$ cat src/rtl/core/spng_pkg.sv
// Shared types, constants and checksum functions for the screen-to-PNG stream encoder.
package spng_pkg;

    localparam int SCREEN_COLS   = 128;
    localparam int SCREEN_ROWS   = 32;
    localparam int PAIRS_PER_ROW = SCREEN_COLS / 4;
    localparam int FRAME_PAIRS   = PAIRS_PER_ROW * SCREEN_ROWS;
    localparam int POS_W         = $clog2(FRAME_PAIRS);
    localparam int ROW_W         = $clog2(PAIRS_PER_ROW);
    localparam int HEAD_BYTES    = 48;
    localparam int CRC_FROM      = 37;
    localparam int TAIL_BYTES    = 20;
    localparam int IDX_W         = 6;
    localparam int QUEUE_DEPTH   = 4;

    localparam logic [IDX_W-1:0] HEAD_LAST    = IDX_W'(HEAD_BYTES - 1);
    localparam logic [IDX_W-1:0] TAIL_LAST    = IDX_W'(TAIL_BYTES - 1);
    localparam logic [IDX_W-1:0] CRC_FROM_IDX = IDX_W'(CRC_FROM);
    localparam logic [IDX_W-1:0] TAIL_CRC_IDX = IDX_W'(4);
    localparam logic [IDX_W-1:0] TAIL_FIX_IDX = IDX_W'(8);

    localparam logic [16:0] ADLER_MOD = 17'd65521;
    localparam logic [31:0] CRC_POLY  = 32'hedb88320;
    localparam logic [31:0] CRC_INIT  = 32'hffffffff;

    typedef struct packed {
        logic [7:0] first_byte;
        logic [7:0] second_byte;
    } t_pair;

    typedef struct packed {
        logic [7:0] out_byte;
        logic       run_last;
        logic       frame_last;
    } t_png_word;

    // One classified pair as it waits between the front and the back.
    typedef struct packed {
        logic [7:0] data_byte;
        logic       first;
        logic       row_start;
        logic       last;
    } t_entry;

    typedef enum logic [2:0] {
        PH_START,
        PH_HEAD,
        PH_FILT,
        PH_DATA,
        PH_TAIL
    } t_phase;

    function automatic logic [7:0] head_byte(input logic [IDX_W-1:0] idx);
        logic [7:0] b;
        case (idx)
            6'd0:  b = 8'h89;
            6'd1:  b = 8'h50;
            6'd2:  b = 8'h4e;
            6'd3:  b = 8'h47;
            6'd4:  b = 8'h0d;
            6'd5:  b = 8'h0a;
            6'd6:  b = 8'h1a;
            6'd7:  b = 8'h0a;
            6'd11: b = 8'h0d;
            6'd12: b = 8'h49;
            6'd13: b = 8'h48;
            6'd14: b = 8'h44;
            6'd15: b = 8'h52;
            6'd19: b = 8'(SCREEN_COLS);
            6'd23: b = 8'(SCREEN_ROWS);
            6'd24: b = 8'h02;
            6'd29: b = 8'hb5;
            6'd30: b = 8'hf9;
            6'd31: b = 8'h37;
            6'd32: b = 8'h58;
            6'd35: b = 8'h04;
            6'd36: b = 8'h2b;
            6'd37: b = 8'h49;
            6'd38: b = 8'h44;
            6'd39: b = 8'h41;
            6'd40: b = 8'h54;
            6'd41: b = 8'h48;
            6'd42: b = 8'h0d;
            6'd43: b = 8'h01;
            6'd44: b = 8'h20;
            6'd45: b = 8'h04;
            6'd46: b = 8'hdf;
            6'd47: b = 8'hfb;
            default: b = 8'h00;
        endcase
        return b;
    endfunction

    // IEND chunk, which follows the Adler and CRC words in the trailer.
    function automatic logic [7:0] tail_byte(input logic [IDX_W-1:0] idx);
        logic [7:0] b;
        case (idx)
            6'd12: b = 8'h49;
            6'd13: b = 8'h45;
            6'd14: b = 8'h4e;
            6'd15: b = 8'h44;
            6'd16: b = 8'hae;
            6'd17: b = 8'h42;
            6'd18: b = 8'h60;
            6'd19: b = 8'h82;
            default: b = 8'h00;
        endcase
        return b;
    endfunction

    function automatic logic [31:0] crc_byte(input logic [31:0] crc, input logic [7:0] b);
        logic [31:0] c;
        c = crc;
        for (int i = 0; i < 8; i++) begin
            c = (c >> 1) ^ ((c[0] ^ b[i]) ? CRC_POLY : 32'd0);
        end
        return c;
    endfunction

    // Both operands are below the modulus, so one subtraction suffices.
    function automatic logic [15:0] adler_add(input logic [15:0] a, input logic [15:0] b);
        logic [16:0] s;
        s = {1'b0, a} + {1'b0, b};
        if (s >= ADLER_MOD) begin
            s = s - ADLER_MOD;
        end
        return s[15:0];
    endfunction

endpackage

$ cat src/rtl/core/spng_front.sv
// Front end: accepts pixel pairs, packs them and marks frame and row boundaries.
module spng_front import spng_pkg::*; (
    input  logic   i_clk,
    input  logic   i_rst_n,
    input  logic   i_valid,
    input  t_pair  i_pair,
    output logic   o_stall,
    input  logic   i_full,
    output logic   o_push,
    output t_entry o_entry
);

    logic [POS_W-1:0] r_pos;
    logic [POS_W-1:0] n_pos;
    logic             w_last;

    assign o_stall = i_full;
    assign o_push  = i_valid && !i_full;
    assign w_last  = (r_pos == POS_W'(FRAME_PAIRS - 1));

    always_comb begin
        o_entry.data_byte = {i_pair.first_byte[1:0], i_pair.first_byte[5:4],
                             i_pair.second_byte[1:0], i_pair.second_byte[5:4]};
        o_entry.first     = (r_pos == '0);
        o_entry.row_start = (r_pos[ROW_W-1:0] == '0);
        o_entry.last      = w_last;
    end

    always_comb begin
        n_pos = r_pos;
        if (o_push) begin
            n_pos = w_last ? '0 : r_pos + 1'b1;
        end
    end

    always_ff @(posedge i_clk) begin
        if (!i_rst_n) begin
            r_pos <= '0;
        end else begin
            r_pos <= n_pos;
        end
    end

endmodule

$ cat src/rtl/core/spng_queue.sv
// Short first-in first-out queue of classified pairs between front and back.
module spng_queue import spng_pkg::*; #(
    parameter int P_DEPTH = QUEUE_DEPTH
) (
    input  logic   i_clk,
    input  logic   i_rst_n,
    input  logic   i_push,
    input  t_entry i_entry,
    input  logic   i_pop,
    output logic   o_full,
    output logic   o_valid,
    output t_entry o_head
);

    localparam int PW = $clog2(P_DEPTH);
    localparam int CW = $clog2(P_DEPTH + 1);
    localparam logic [PW-1:0] PTR_LAST = PW'(P_DEPTH - 1);
    localparam logic [CW-1:0] CNT_FULL = CW'(P_DEPTH);

    t_entry          r_slot [P_DEPTH];
    logic [PW-1:0]   r_wr;
    logic [PW-1:0]   r_rd;
    logic [CW-1:0]   r_cnt;
    logic            w_push;
    logic            w_pop;

    assign o_full  = (r_cnt == CNT_FULL);
    assign o_valid = (r_cnt != '0);
    assign o_head  = r_slot[r_rd];
    assign w_push  = i_push && !o_full;
    assign w_pop   = i_pop && o_valid;

    always_ff @(posedge i_clk) begin
        if (w_push) begin
            r_slot[r_wr] <= i_entry;
        end
    end

    always_ff @(posedge i_clk) begin
        if (!i_rst_n) begin
            r_wr  <= '0;
            r_rd  <= '0;
            r_cnt <= '0;
        end else begin
            if (w_push) begin
                r_wr <= (r_wr == PTR_LAST) ? '0 : r_wr + 1'b1;
            end
            if (w_pop) begin
                r_rd <= (r_rd == PTR_LAST) ? '0 : r_rd + 1'b1;
            end
            case ({w_push, w_pop})
                2'b10:   r_cnt <= r_cnt + 1'b1;
                2'b01:   r_cnt <= r_cnt - 1'b1;
                default: r_cnt <= r_cnt;
            endcase
        end
    end

endmodule

$ cat src/rtl/core/spng_back.sv
// Back end: byte sequencer with running Adler-32 and CRC-32 and the output register.
module spng_back import spng_pkg::*; (
    input  logic      i_clk,
    input  logic      i_rst_n,
    input  logic      i_head_valid,
    input  t_entry    i_head,
    output logic      o_pop,
    output logic      o_valid,
    output t_png_word o_word,
    input  logic      i_stall
);

    t_phase           r_phase;
    t_phase           n_phase;
    t_phase           w_phase;
    logic [IDX_W-1:0] r_idx;
    logic [IDX_W-1:0] n_idx;
    logic             r_out_valid;
    t_png_word        r_out;
    logic [15:0]      r_al;
    logic [15:0]      r_ah;
    logic [31:0]      r_crc;
    logic [15:0]      n_al;
    logic [31:0]      w_crc_x;
    logic             w_free;
    logic             w_step;
    logic [7:0]       w_byte;
    logic             w_crc_on;
    logic             w_adler_on;
    logic             w_init;
    logic             w_run_last;
    logic             w_frame_last;

    assign w_free  = !r_out_valid || !i_stall;
    assign w_step  = i_head_valid && w_free;
    assign w_crc_x = ~r_crc;
    assign n_al    = adler_add(r_al, {8'd0, w_byte});
    assign o_valid = r_out_valid;
    assign o_word  = r_out;

    // At the start of an entry the phase follows from the entry's marks.
    always_comb begin
        if (r_phase == PH_START) begin
            if (i_head.first) begin
                w_phase = PH_HEAD;
            end else if (i_head.row_start) begin
                w_phase = PH_FILT;
            end else begin
                w_phase = PH_DATA;
            end
        end else begin
            w_phase = r_phase;
        end
    end

    always_comb begin
        n_phase = r_phase;
        n_idx   = r_idx;
        if (w_step) begin
            case (w_phase)
                PH_HEAD: begin
                    if (r_idx == HEAD_LAST) begin
                        n_idx   = '0;
                        n_phase = i_head.row_start ? PH_FILT : PH_DATA;
                    end else begin
                        n_idx   = r_idx + 1'b1;
                        n_phase = PH_HEAD;
                    end
                end
                PH_FILT: begin
                    n_phase = PH_DATA;
                end
                PH_DATA: begin
                    n_idx   = '0;
                    n_phase = i_head.last ? PH_TAIL : PH_START;
                end
                PH_TAIL: begin
                    if (r_idx == TAIL_LAST) begin
                        n_idx   = '0;
                        n_phase = PH_START;
                    end else begin
                        n_idx   = r_idx + 1'b1;
                        n_phase = PH_TAIL;
                    end
                end
                default: begin
                    n_idx   = '0;
                    n_phase = PH_START;
                end
            endcase
        end
    end

    always_comb begin
        w_byte       = 8'h00;
        w_crc_on     = 1'b0;
        w_adler_on   = 1'b0;
        w_init       = 1'b0;
        w_run_last   = 1'b0;
        w_frame_last = 1'b0;
        case (w_phase)
            PH_HEAD: begin
                w_byte   = head_byte(r_idx);
                w_crc_on = (r_idx >= CRC_FROM_IDX);
                w_init   = (r_idx == '0);
            end
            PH_FILT: begin
                w_crc_on   = 1'b1;
                w_adler_on = 1'b1;
            end
            PH_DATA: begin
                w_byte     = i_head.data_byte;
                w_crc_on   = 1'b1;
                w_adler_on = 1'b1;
                w_run_last = !i_head.last;
            end
            PH_TAIL: begin
                if (r_idx < TAIL_CRC_IDX) begin
                    w_crc_on = 1'b1;
                    case (r_idx[1:0])
                        2'd0:    w_byte = r_ah[15:8];
                        2'd1:    w_byte = r_ah[7:0];
                        2'd2:    w_byte = r_al[15:8];
                        default: w_byte = r_al[7:0];
                    endcase
                end else if (r_idx < TAIL_FIX_IDX) begin
                    case (r_idx[1:0])
                        2'd0:    w_byte = w_crc_x[31:24];
                        2'd1:    w_byte = w_crc_x[23:16];
                        2'd2:    w_byte = w_crc_x[15:8];
                        default: w_byte = w_crc_x[7:0];
                    endcase
                end else begin
                    w_byte = tail_byte(r_idx);
                end
                w_run_last   = (r_idx == TAIL_LAST);
                w_frame_last = (r_idx == TAIL_LAST);
            end
            default: begin
                w_byte = 8'h00;
            end
        endcase
        o_pop = w_step && w_run_last;
    end

    always_ff @(posedge i_clk) begin
        if (w_step) begin
            r_out.out_byte   <= w_byte;
            r_out.run_last   <= w_run_last;
            r_out.frame_last <= w_frame_last;
        end
    end

    always_ff @(posedge i_clk) begin
        if (!i_rst_n) begin
            r_phase     <= PH_START;
            r_idx       <= '0;
            r_out_valid <= 1'b0;
            r_al        <= 16'd1;
            r_ah        <= 16'd0;
            r_crc       <= CRC_INIT;
        end else begin
            r_phase <= n_phase;
            r_idx   <= n_idx;
            if (w_free) begin
                r_out_valid <= w_step;
            end
            if (w_step) begin
                if (w_init) begin
                    r_al  <= 16'd1;
                    r_ah  <= 16'd0;
                    r_crc <= CRC_INIT;
                end else begin
                    if (w_crc_on) begin
                        r_crc <= crc_byte(r_crc, w_byte);
                    end
                    if (w_adler_on) begin
                        r_al <= n_al;
                        r_ah <= adler_add(r_ah, n_al);
                    end
                end
            end
        end
    end

endmodule

$ cat src/rtl/core/screen_to_png_stream_encoder.sv
// Top level of the screen-to-PNG stream encoder: front end, queue and byte sequencer.
// With the back end idle, an accepted pair is written into a queue slot and its first output
// word is then loaded into the output register. Throughput: one output word per cycle while
// the queue holds an entry and i_stall is low, set by the byte sequencer in the back end; a
// pair costs 1 word, 2 at a row start, plus 48 header words and 20 trailer words per frame.
// Reset is synchronous and active low; it returns the frame position and checksums to start.
module screen_to_png_stream_encoder import spng_pkg::*; #(
    parameter int P_QUEUE_DEPTH = QUEUE_DEPTH
) (
    input  logic      i_clk,
    input  logic      i_rst_n,
    input  logic      i_valid,
    input  t_pair     i_pair,
    output logic      o_stall,
    output logic      o_valid,
    output t_png_word o_word,
    input  logic      i_stall
);

    // The front end counts pairs through the frame and tags each packed
    // byte with whether it opens the frame, opens a row or closes the frame.
    logic   w_push;
    logic   w_full;
    t_entry w_entry;

    // The queue lets the front keep taking pairs while the back is busy
    // sending a header, a filter byte or the trailer.
    logic   w_pop;
    logic   w_head_valid;
    t_entry w_head;

    spng_front u_front (
        .i_clk   (i_clk),
        .i_rst_n (i_rst_n),
        .i_valid (i_valid),
        .i_pair  (i_pair),
        .o_stall (o_stall),
        .i_full  (w_full),
        .o_push  (w_push),
        .o_entry (w_entry)
    );

    spng_queue #(
        .P_DEPTH (P_QUEUE_DEPTH)
    ) u_queue (
        .i_clk   (i_clk),
        .i_rst_n (i_rst_n),
        .i_push  (w_push),
        .i_entry (w_entry),
        .i_pop   (w_pop),
        .o_full  (w_full),
        .o_valid (w_head_valid),
        .o_head  (w_head)
    );

    // The back end walks each entry through its words, keeps the running
    // checksums and holds the result in an output register, which frees the
    // sequencer for the next word as soon as the current one is taken.
    spng_back u_back (
        .i_clk        (i_clk),
        .i_rst_n      (i_rst_n),
        .i_head_valid (w_head_valid),
        .i_head       (w_head),
        .o_pop        (w_pop),
        .o_valid      (o_valid),
        .o_word       (o_word),
        .i_stall      (i_stall)
    );

endmodule

$ cat config.mk
export PLATFORM = sky130hd
export DESIGN_NAME = screen_to_png_stream_encoder
export DESIGN_NICKNAME = d
export VERILOG_FILES = /design/src/rtl/core/spng_pkg.sv /design/src/rtl/core/spng_front.sv /design/src/rtl/core/spng_queue.sv /design/src/rtl/core/spng_back.sv /design/src/rtl/core/screen_to_png_stream_encoder.sv
export SDC_FILE = /design/constraint.sdc
export NUM_CORES = 1
export LEC_CHECK = 0
export BUFFER_PORTS_ARGS = -buffer_cell sky130_fd_sc_hd__buf_2
export CELL_PAD_IN_SITES_DETAIL_PLACEMENT = 1
export CELL_PAD_IN_SITES_GLOBAL_PLACEMENT = 1
export CORE_AREA = 5 5 244 151
export CTS_CLUSTER_SIZE = 28
export DETAILED_ROUTE_END_ITERATION = 7
export DIE_AREA = 0 0 249 156
export GPL_TIMING_DRIVEN = 1
export PLACE_DENSITY = 0.64
export SLEW_MARGIN = 10
export SYNTH_ARGS = -nofsm -noshare
export SYNTH_HDL_FRONTEND = slang
export SYNTH_SLANG_ARGS = --single-unit
$ cat constraint.sdc
create_clock -name i_clk -period 11.4 [get_ports i_clk]
set_clock_uncertainty 0.15 [all_clocks]
set_input_delay 0.57 -clock i_clk [delete_from_list [all_inputs] [get_ports i_clk]]
set_output_delay 0.57 -clock i_clk [all_outputs]
set_load 0.02 [all_outputs]
After elaboration in Yosys (flattened, before gate mapping)
Memories as Yosys holds them, arrays and structs flattened. A register that Yosys moved wholly into a read port is not among the register bits.
Index checks and enable logic that the tools add are counted.
W data, S select, Z words.
{"block": "word_totals", "reg_bits": 101, "latchBits": 0, "ramBits": 44, "rom_bits": 736, "in_bits": 20, "out_inout_bits": 12, "elab_cells": 135, "memories": 3}
{"block": "op_classes", "n_addsub": 10, "mul": 0, "div_mod_pow": 0, "n_lt_le_gt_ge": 5, "n_eq_ne": 14, "shifts": 0, "n_mux": 49, "bitwise_logic": 18, "n_reduce_logical": 23}
{"name": "(name not given)", "words": 64, "word_bits": 8, "read_ports": 1, "rd_ports_with_merged_regs": 1, "write_ports": 0, "line_no": "spng_pkg.sv:55", "text": "case (idx)"}
{"name": "(name not given)", "words": 32, "word_bits": 7, "read_ports": 1, "rd_ports_with_merged_regs": 1, "write_ports": 0, "line_no": "spng_pkg.sv:97", "text": "case (idx)"}
{"name": "u_queue.r_slot", "words": 4, "word_bits": 11, "read_ports": 1, "rd_ports_with_merged_regs": 1, "write_ports": 1, "line_no": "spng_queue.sv:20", "text": "t_entry r_slot [P_DEPTH];"}
{"cell": "$mux W32", "count": 10}
{"cell": "$xor A31 B32 Y32", "count": 8}
{"cell": "$mux W16", "count": 6}
{"cell": "$pmux W8 S3", "count": 3}
{"cell": "$ge A17 B16 Y1 const B", "count": 2}
{"cell": "$not A32 Y32", "count": 1}
{"cell": "$sub A16 B16 Y16 const B", "count": 2}
{"cell": "$mux W6", "count": 4}
{"cell": "$mux W8", "count": 3}
{"cell": "$pmux W6 S3", "count": 1}
{"cell": "$add A16 B16 Y17", "count": 1}
{"cell": "$add A16 B8 Y17", "count": 1}
{"cell": "$mux W3", "count": 5}
{"cell": "$pmux W3 S4", "count": 1}
{"cell": "$add A10 B1 Y10 const B", "count": 1}
{"cell": "$eq A10 B10 Y1 const B", "count": 1}
{"cell": "$logic_not A10 Y1", "count": 1}
{"cell": "$mux W10", "count": 1}
{"cell": "$mux W5", "count": 2}
{"cell": "$eq A2 B2 Y1 const B", "count": 4}
{"cell": "$mux W2", "count": 4}
{"cell": "$xor A1 B1 Y1", "count": 8}
{"cell": "$add A6 B1 Y6 const B", "count": 1}
{"cell": "$eq A3 B2 Y1 const B", "count": 2}
{"cell": "27 further kinds", "count": 46}

Longest topological paths before layout
{"block": "depth", "depth_word": 31, "depth_mapped": 33, "depth_no_buf": 31}

Hierarchy
A second synthesis with hierarchy kept.
{"block": "unflattened", "hier_cells": 1195, "hier_area_um2": 10889.2}
{"module": "spng_back", "instances": 1, "cells_each": 1010, "area_per_inst_um2": 8181.6, "seq_area_each_um2": 2082.0}
{"module": "spng_queue", "instances": 1, "cells_each": 113, "area_per_inst_um2": 2097.0, "seq_area_each_um2": 1501.4}
{"module": "spng_front", "instances": 1, "cells_each": 72, "area_per_inst_um2": 610.6, "seq_area_each_um2": 200.2}

Worst setup path after synthesis
No wires, ideal clock.
{"block": "synth_timing", "kind": "register -> register", "from": "register (tool-made name)", "to": "register u_back.r_ah[14]", "setup_ns": 0.125, "arrival_ns": 7.789, "required_ns": 11.125, "path_slack_ns": 3.336, "stages_incl_launch_ff": 31, "path_buffers": 2, "synth_period_minus_slack_ns": 8.064, "path_cell_list": "dfxtp_1 -> mux4_2 -> nor2_1 -> nor3_1 -> clkbuf_1 -> a2111o_1 -> ha_1 -> fa_1 -> a21o_1 -> a21oi_1 -> o211ai_1 -> xor2_1 -> o2111ai_1 -> a311oi_1 -> o2111ai_1 -> nand2_1 -> xnor2_1 -> ha_1 -> inv_1 -> fa_1 -> nand3b_2 -> a21oi_2 -> o21bai_1 -> and3b_1 -> or4_4 -> or4_1 -> or4_1 -> buf_6 -> a2111oi_2 -> xnor2_1 -> o21ai_1"}
{"element": "to (signal assigned)", "line_no": "spng_back.sv:179", "text": "r_ah <= adler_add(r_ah, n_al);"}
{"element": "to (decl)", "line_no": "spng_back.sv:21", "text": "logic [15:0] r_ah;"}

Final worst setup path
{"block": "layout_timing", "from": "register u_back.r_idx[0]", "to": "register u_back.r_ah[14]"}
{"block": "layout_via", "elab_chain_len": 13, "elab_cells_between_ends": 24, "cone_classes": "4 x add/sub; 4 x order compare; 2 x eq/ne; 10 x mux; 4 x reduce/logical"}
{"element": "from (decl)", "line_no": "spng_back.sv:16", "text": "logic [IDX_W-1:0] r_idx;"}
{"element": "from (signal assigned)", "line_no": "spng_back.sv:164", "text": "r_idx <= n_idx;"}
{"element": "branches (longest 3 deep; another with $lt A6 B4 Y1)"}
{"element": "$mux W8 (*)", "line_no": "spng_back.sv:118", "text": "if (r_idx < TAIL_CRC_IDX) begin"}
{"element": "$pmux W8 S3 (*)", "line_no": "spng_back.sv:101", "text": "case (w_phase)"}
{"element": "net u_back.w_byte[7]", "line_no": "spng_back.sv:27", "text": "logic [7:0] w_byte;"}
{"element": "$add A16 B8 Y17 (*)", "line_no": "spng_pkg.sv:123", "text": "s = {1'b0, a} + {1'b0, b};"}
{"element": "$sub A16 B16 Y16 or $ge A17 B16 Y1 (tied branches)", "line_no": "spng_pkg.sv:125, spng_pkg.sv:124"}
{"element": "$mux W16 (*)", "line_no": "spng_pkg.sv:124", "text": "if (s >= ADLER_MOD) begin"}
{"element": "$add A16 B16 Y17 (*)", "line_no": "spng_pkg.sv:123"}
{"element": "$sub A16 B16 Y16 or $ge A17 B16 Y1 (tied branches)", "line_no": "spng_pkg.sv:125, spng_pkg.sv:124"}
{"element": "$mux W16 (*)", "line_no": "spng_pkg.sv:124"}
{"element": "$mux W16 (*)", "line_no": "spng_back.sv:177", "text": "if (w_adler_on) begin"}
{"element": "$mux W16 (*)", "line_no": "spng_back.sv:169", "text": "if (w_init) begin"}
Mark *: on every way through the listed nets, which the timed path passes. The select of a mux whose other input is x is not followed.
A chain may end at the register's enable or synchronous reset.

==> impl_results.md <==
* First-pass GRT wire length at 51360 µm
* Final worst path period share at 0.8941
* CP startpoint kind: flip-flop
* Post-layout util at 0.3300
* Max Cap Viol at 0
* Setup slack, reg-to-reg at 1.21 ns
* Synthesized flop and latch total at 162
* CORE AREA at 0.03442 mm²
* PwrDens at 224.6 mW/mm²
* H-tree depth at 4
* LEAKAGE at 4.297 nW
* Synth-to-Final Area Change at 11.72%
* R2R Path End: u_back.r_ah[14]$_SDFFE_PN0P_
* Area share of the largest cell type after synthesis at 0.2127
* Routed Antenna Nets at 0
* Drt wl/cell at 20.30 µm
* RSZ-0062 raised after global routing: no
* Sw Ratio at 0.4207
* TritonCTS clock tree: built
* Warnings, synthesis at 0
* Worst min-delay path startpoint: i_pair[9]
* Vias per std cell at 5.340
* 1st-iter DRT viols at 871
* Clock Latency Late Sink at 0.45 ns
* Netlist cell types at 86
* Worst setup EP type: flip-flop
* Setup slack after layout at 1.207 ns
* Hold path cells at 1
* Post-synth EDFFs at 54
* DIE WIDTH at 249 µm
* P_int at 1.478 mW
* DRC errors left at 0
* Fin. Hold Viols at 0
* Dpl ws at 1.484 ns
* Total Power at 2.551 mW
* Ys async rst share at 0
* Largest cells by area after synthesis: dfxtp_1 21%, edfxtp_1 16%, ha_1 6.4%
* Final nets at 1197
* Minimum clock period at 10.19 ns
* I/O Buffers at 23
* Hpwl dp at 24880 µm
* Vias in the first global route at 8614
* TritonCTS buffer count at 17
* Clock power frac at 0.238
* Num Clock Sinks at 162
* Logic pwr share at 0.465
* Post-synth top cells: 120 x nand2_1, 108 x dfxtp_1, 80 x nor2_1, 71 x a21oi_1, 65 x xnor2_1
* Share of layout cells above drive strength 1 at 0.09692
* Most used cell along the critical path: ha_1
* Hold Path Class: primary input to flip-flop
* Chip height at 156 µm
* N_diodes at 0
* Hold EP: u_queue.r_slot[2][10]$_DFFE_PP_
* Postcts setup bufs at 0
* Min Hold Slack at 0.1911 ns
* Routability cong. at 0.8737
* Crit path kind: flip-flop to flip-flop
* Row cnt at 53
* Crit Path Max Fanout at 14
* Cells on worst reg2reg path at 29
* Worst path required time at 11.56 ns
* Worst-Margin Slew at 1.179 ns
* Biggest area consumer among synthesized cells: dfxtp_1
* RR Startpoint: u_back.r_idx[0]$_SDFFE_PN0P_
* Setup violators final at 0
* Initial core utilization at 0.2954
* Fmax at 0.09811 GHz
* Post-DP Area at 0.01076 mm²
* Net count after synthesis at 1192
* All-layer global routing usage at 0.1682
* Cells after synthesis at 1117
* DRT Pass-1 Iters at 5
* Worst slew margin at 0.2055
* Placed Cells at 1570
* Status: completed
* Slowest CP cell: a2111oi_0
* Most common cell in the netlist: nand2_1
* CTS clk-pin slew, worst paths at 0.07 ns
* Full die area at 0.03884 mm²
* Slew Limit Fails at 0
* Deepest clock path buffer count at 2
* Via count at 8555
* Synth Area per Inst at 9.101 µm²
* Arr. time, crit path at 10.36 ns
* Main flop type after synthesis: dfxtp_1
* CTS resizes at 0
* CTS Hold Bufs at 0
* Final cell count without fillers at 1602
* Net switching power at 1.073 mW
* Largest net degree at the start of global routing at 28
* Initial antenna violation count at 0
* Reg power frac at 0.297
* Routed WL at 32520 µm
* CTS root buf: clkbuf_16
* Post-route cell area at 0.01136 mm²
* Slowest stage delay, CP at 0.92 ns
* Post-Syn Area at 0.01017 mm²
* Setup TNS at 0 ns
* Final global-route overflow total at 0
* Peak supply drop at 0.0001228 V
* IO Pins at 32
* Seq/Total Area, Yosys at 0.3722
kinds of logic after synthesis:
group,after synthesis,synth area share
fa+ha+maj,55,0.06991
compound gates,305,0.2033
mux,18,0.03139
flops,162,0.3722
simple gates,360,0.1728
xor+xnor,126,0.1152
buf+inv,91,0.03520
power by group through the flow:
stage	registers [mW]	logic, mW	clock network, mW
after global routing	0.767	1.30	0.648
after global placement	0.767	1.15	0
after detailed placement	0.768	1.17	0
after CTS	0.756	1.18	0.620
final	0.758	1.19	0.608
after floorplan	0.750	0.875	0
worst max-delay path, delay by kind of cell, from the launching register on:
family | cells | cell delay [ns]
AO/OA/AOI/OAI | 13 | 4.54
XOR/XNOR | 2 | 0.35
buffers and inverters | 2 | 0.22
AND/OR/NAND/NOR | 8 | 2.86
adder cells (fa/ha/maj) | 4 | 1.57
flip-flops | 1 | 0.37
layout make-up:
cell class	instances	area, µm²
repair buffers	34	197.7
multi-input cells	864	6030
inverters	43	161.4
clock inverters	13	167.7
well taps	467	584.3
fillers	4002	23060
flip-flops and latches	162	3784
clock buffers	19	432.9
cell usage in the layout, fill, tap and decap left out, types with 6 or more instances in the layout:
cell,count
nand2_1,120
dfxtp_1,108
nor2_1,80
a21oi_1,71
xnor2_1,65
o21ai_0,58
edfxtp_1,54
xor2_1,52
ha_1,52
inv_1,41
nor2b_1,27
a21o_1,23
buf_2,23
o22ai_1,22
nand3_1,20
nor3_1,18
clkbuf_16,17
a211oi_1,15
or3_1,13
nand4_1,12
mux4_2,11
nand2b_1,11
and2_1,11
buf_4,11
and3_1,10
a22o_1,9
or2_2,8
a31oi_1,8
a22oi_1,7
a221oi_1,7
o21a_1,6
a21boi_0,6
o211ai_1,6
a222oi_1,6
mux2i_1,6
xor2_2,6
how the worst max path moves through the flow:
stage | startpoint | end | slack (ns) | depth (start not counted)
global placement | flip-flop | u_back.r_ah[14]$_SDFFE_PN0P_ | 1.69 | 28
floorplan | flip-flop | u_back.r_ah[14]$_SDFFE_PN0P_ | 3.34 | 30
global route | flip-flop | u_back.r_ah[14]$_SDFFE_PN0P_ | 0.72 | 29
CTS | flip-flop | u_back.r_ah[14]$_SDFFE_PN0P_ | 1.44 | 29
finish | u_back.r_idx[0]$_SDFFE_PN0P_ | u_back.r_ah[14]$_SDFFE_PN0P_ | 1.21 | 29
detailed placement | flip-flop | u_back.r_ah[14]$_SDFFE_PN0P_ | 1.48 | 28
layer usage:
layer	part of all wire	vias to the layer above	track usage
met1	0.54	4233	0.2641
met2	0.37	236	0.2216
met4	0.012	0	0.04043
met5	0	-	0
li1	-	4058	-
met3	0.072	28	0.04865
Note: power is estimated with default switching activity, not from simulation.
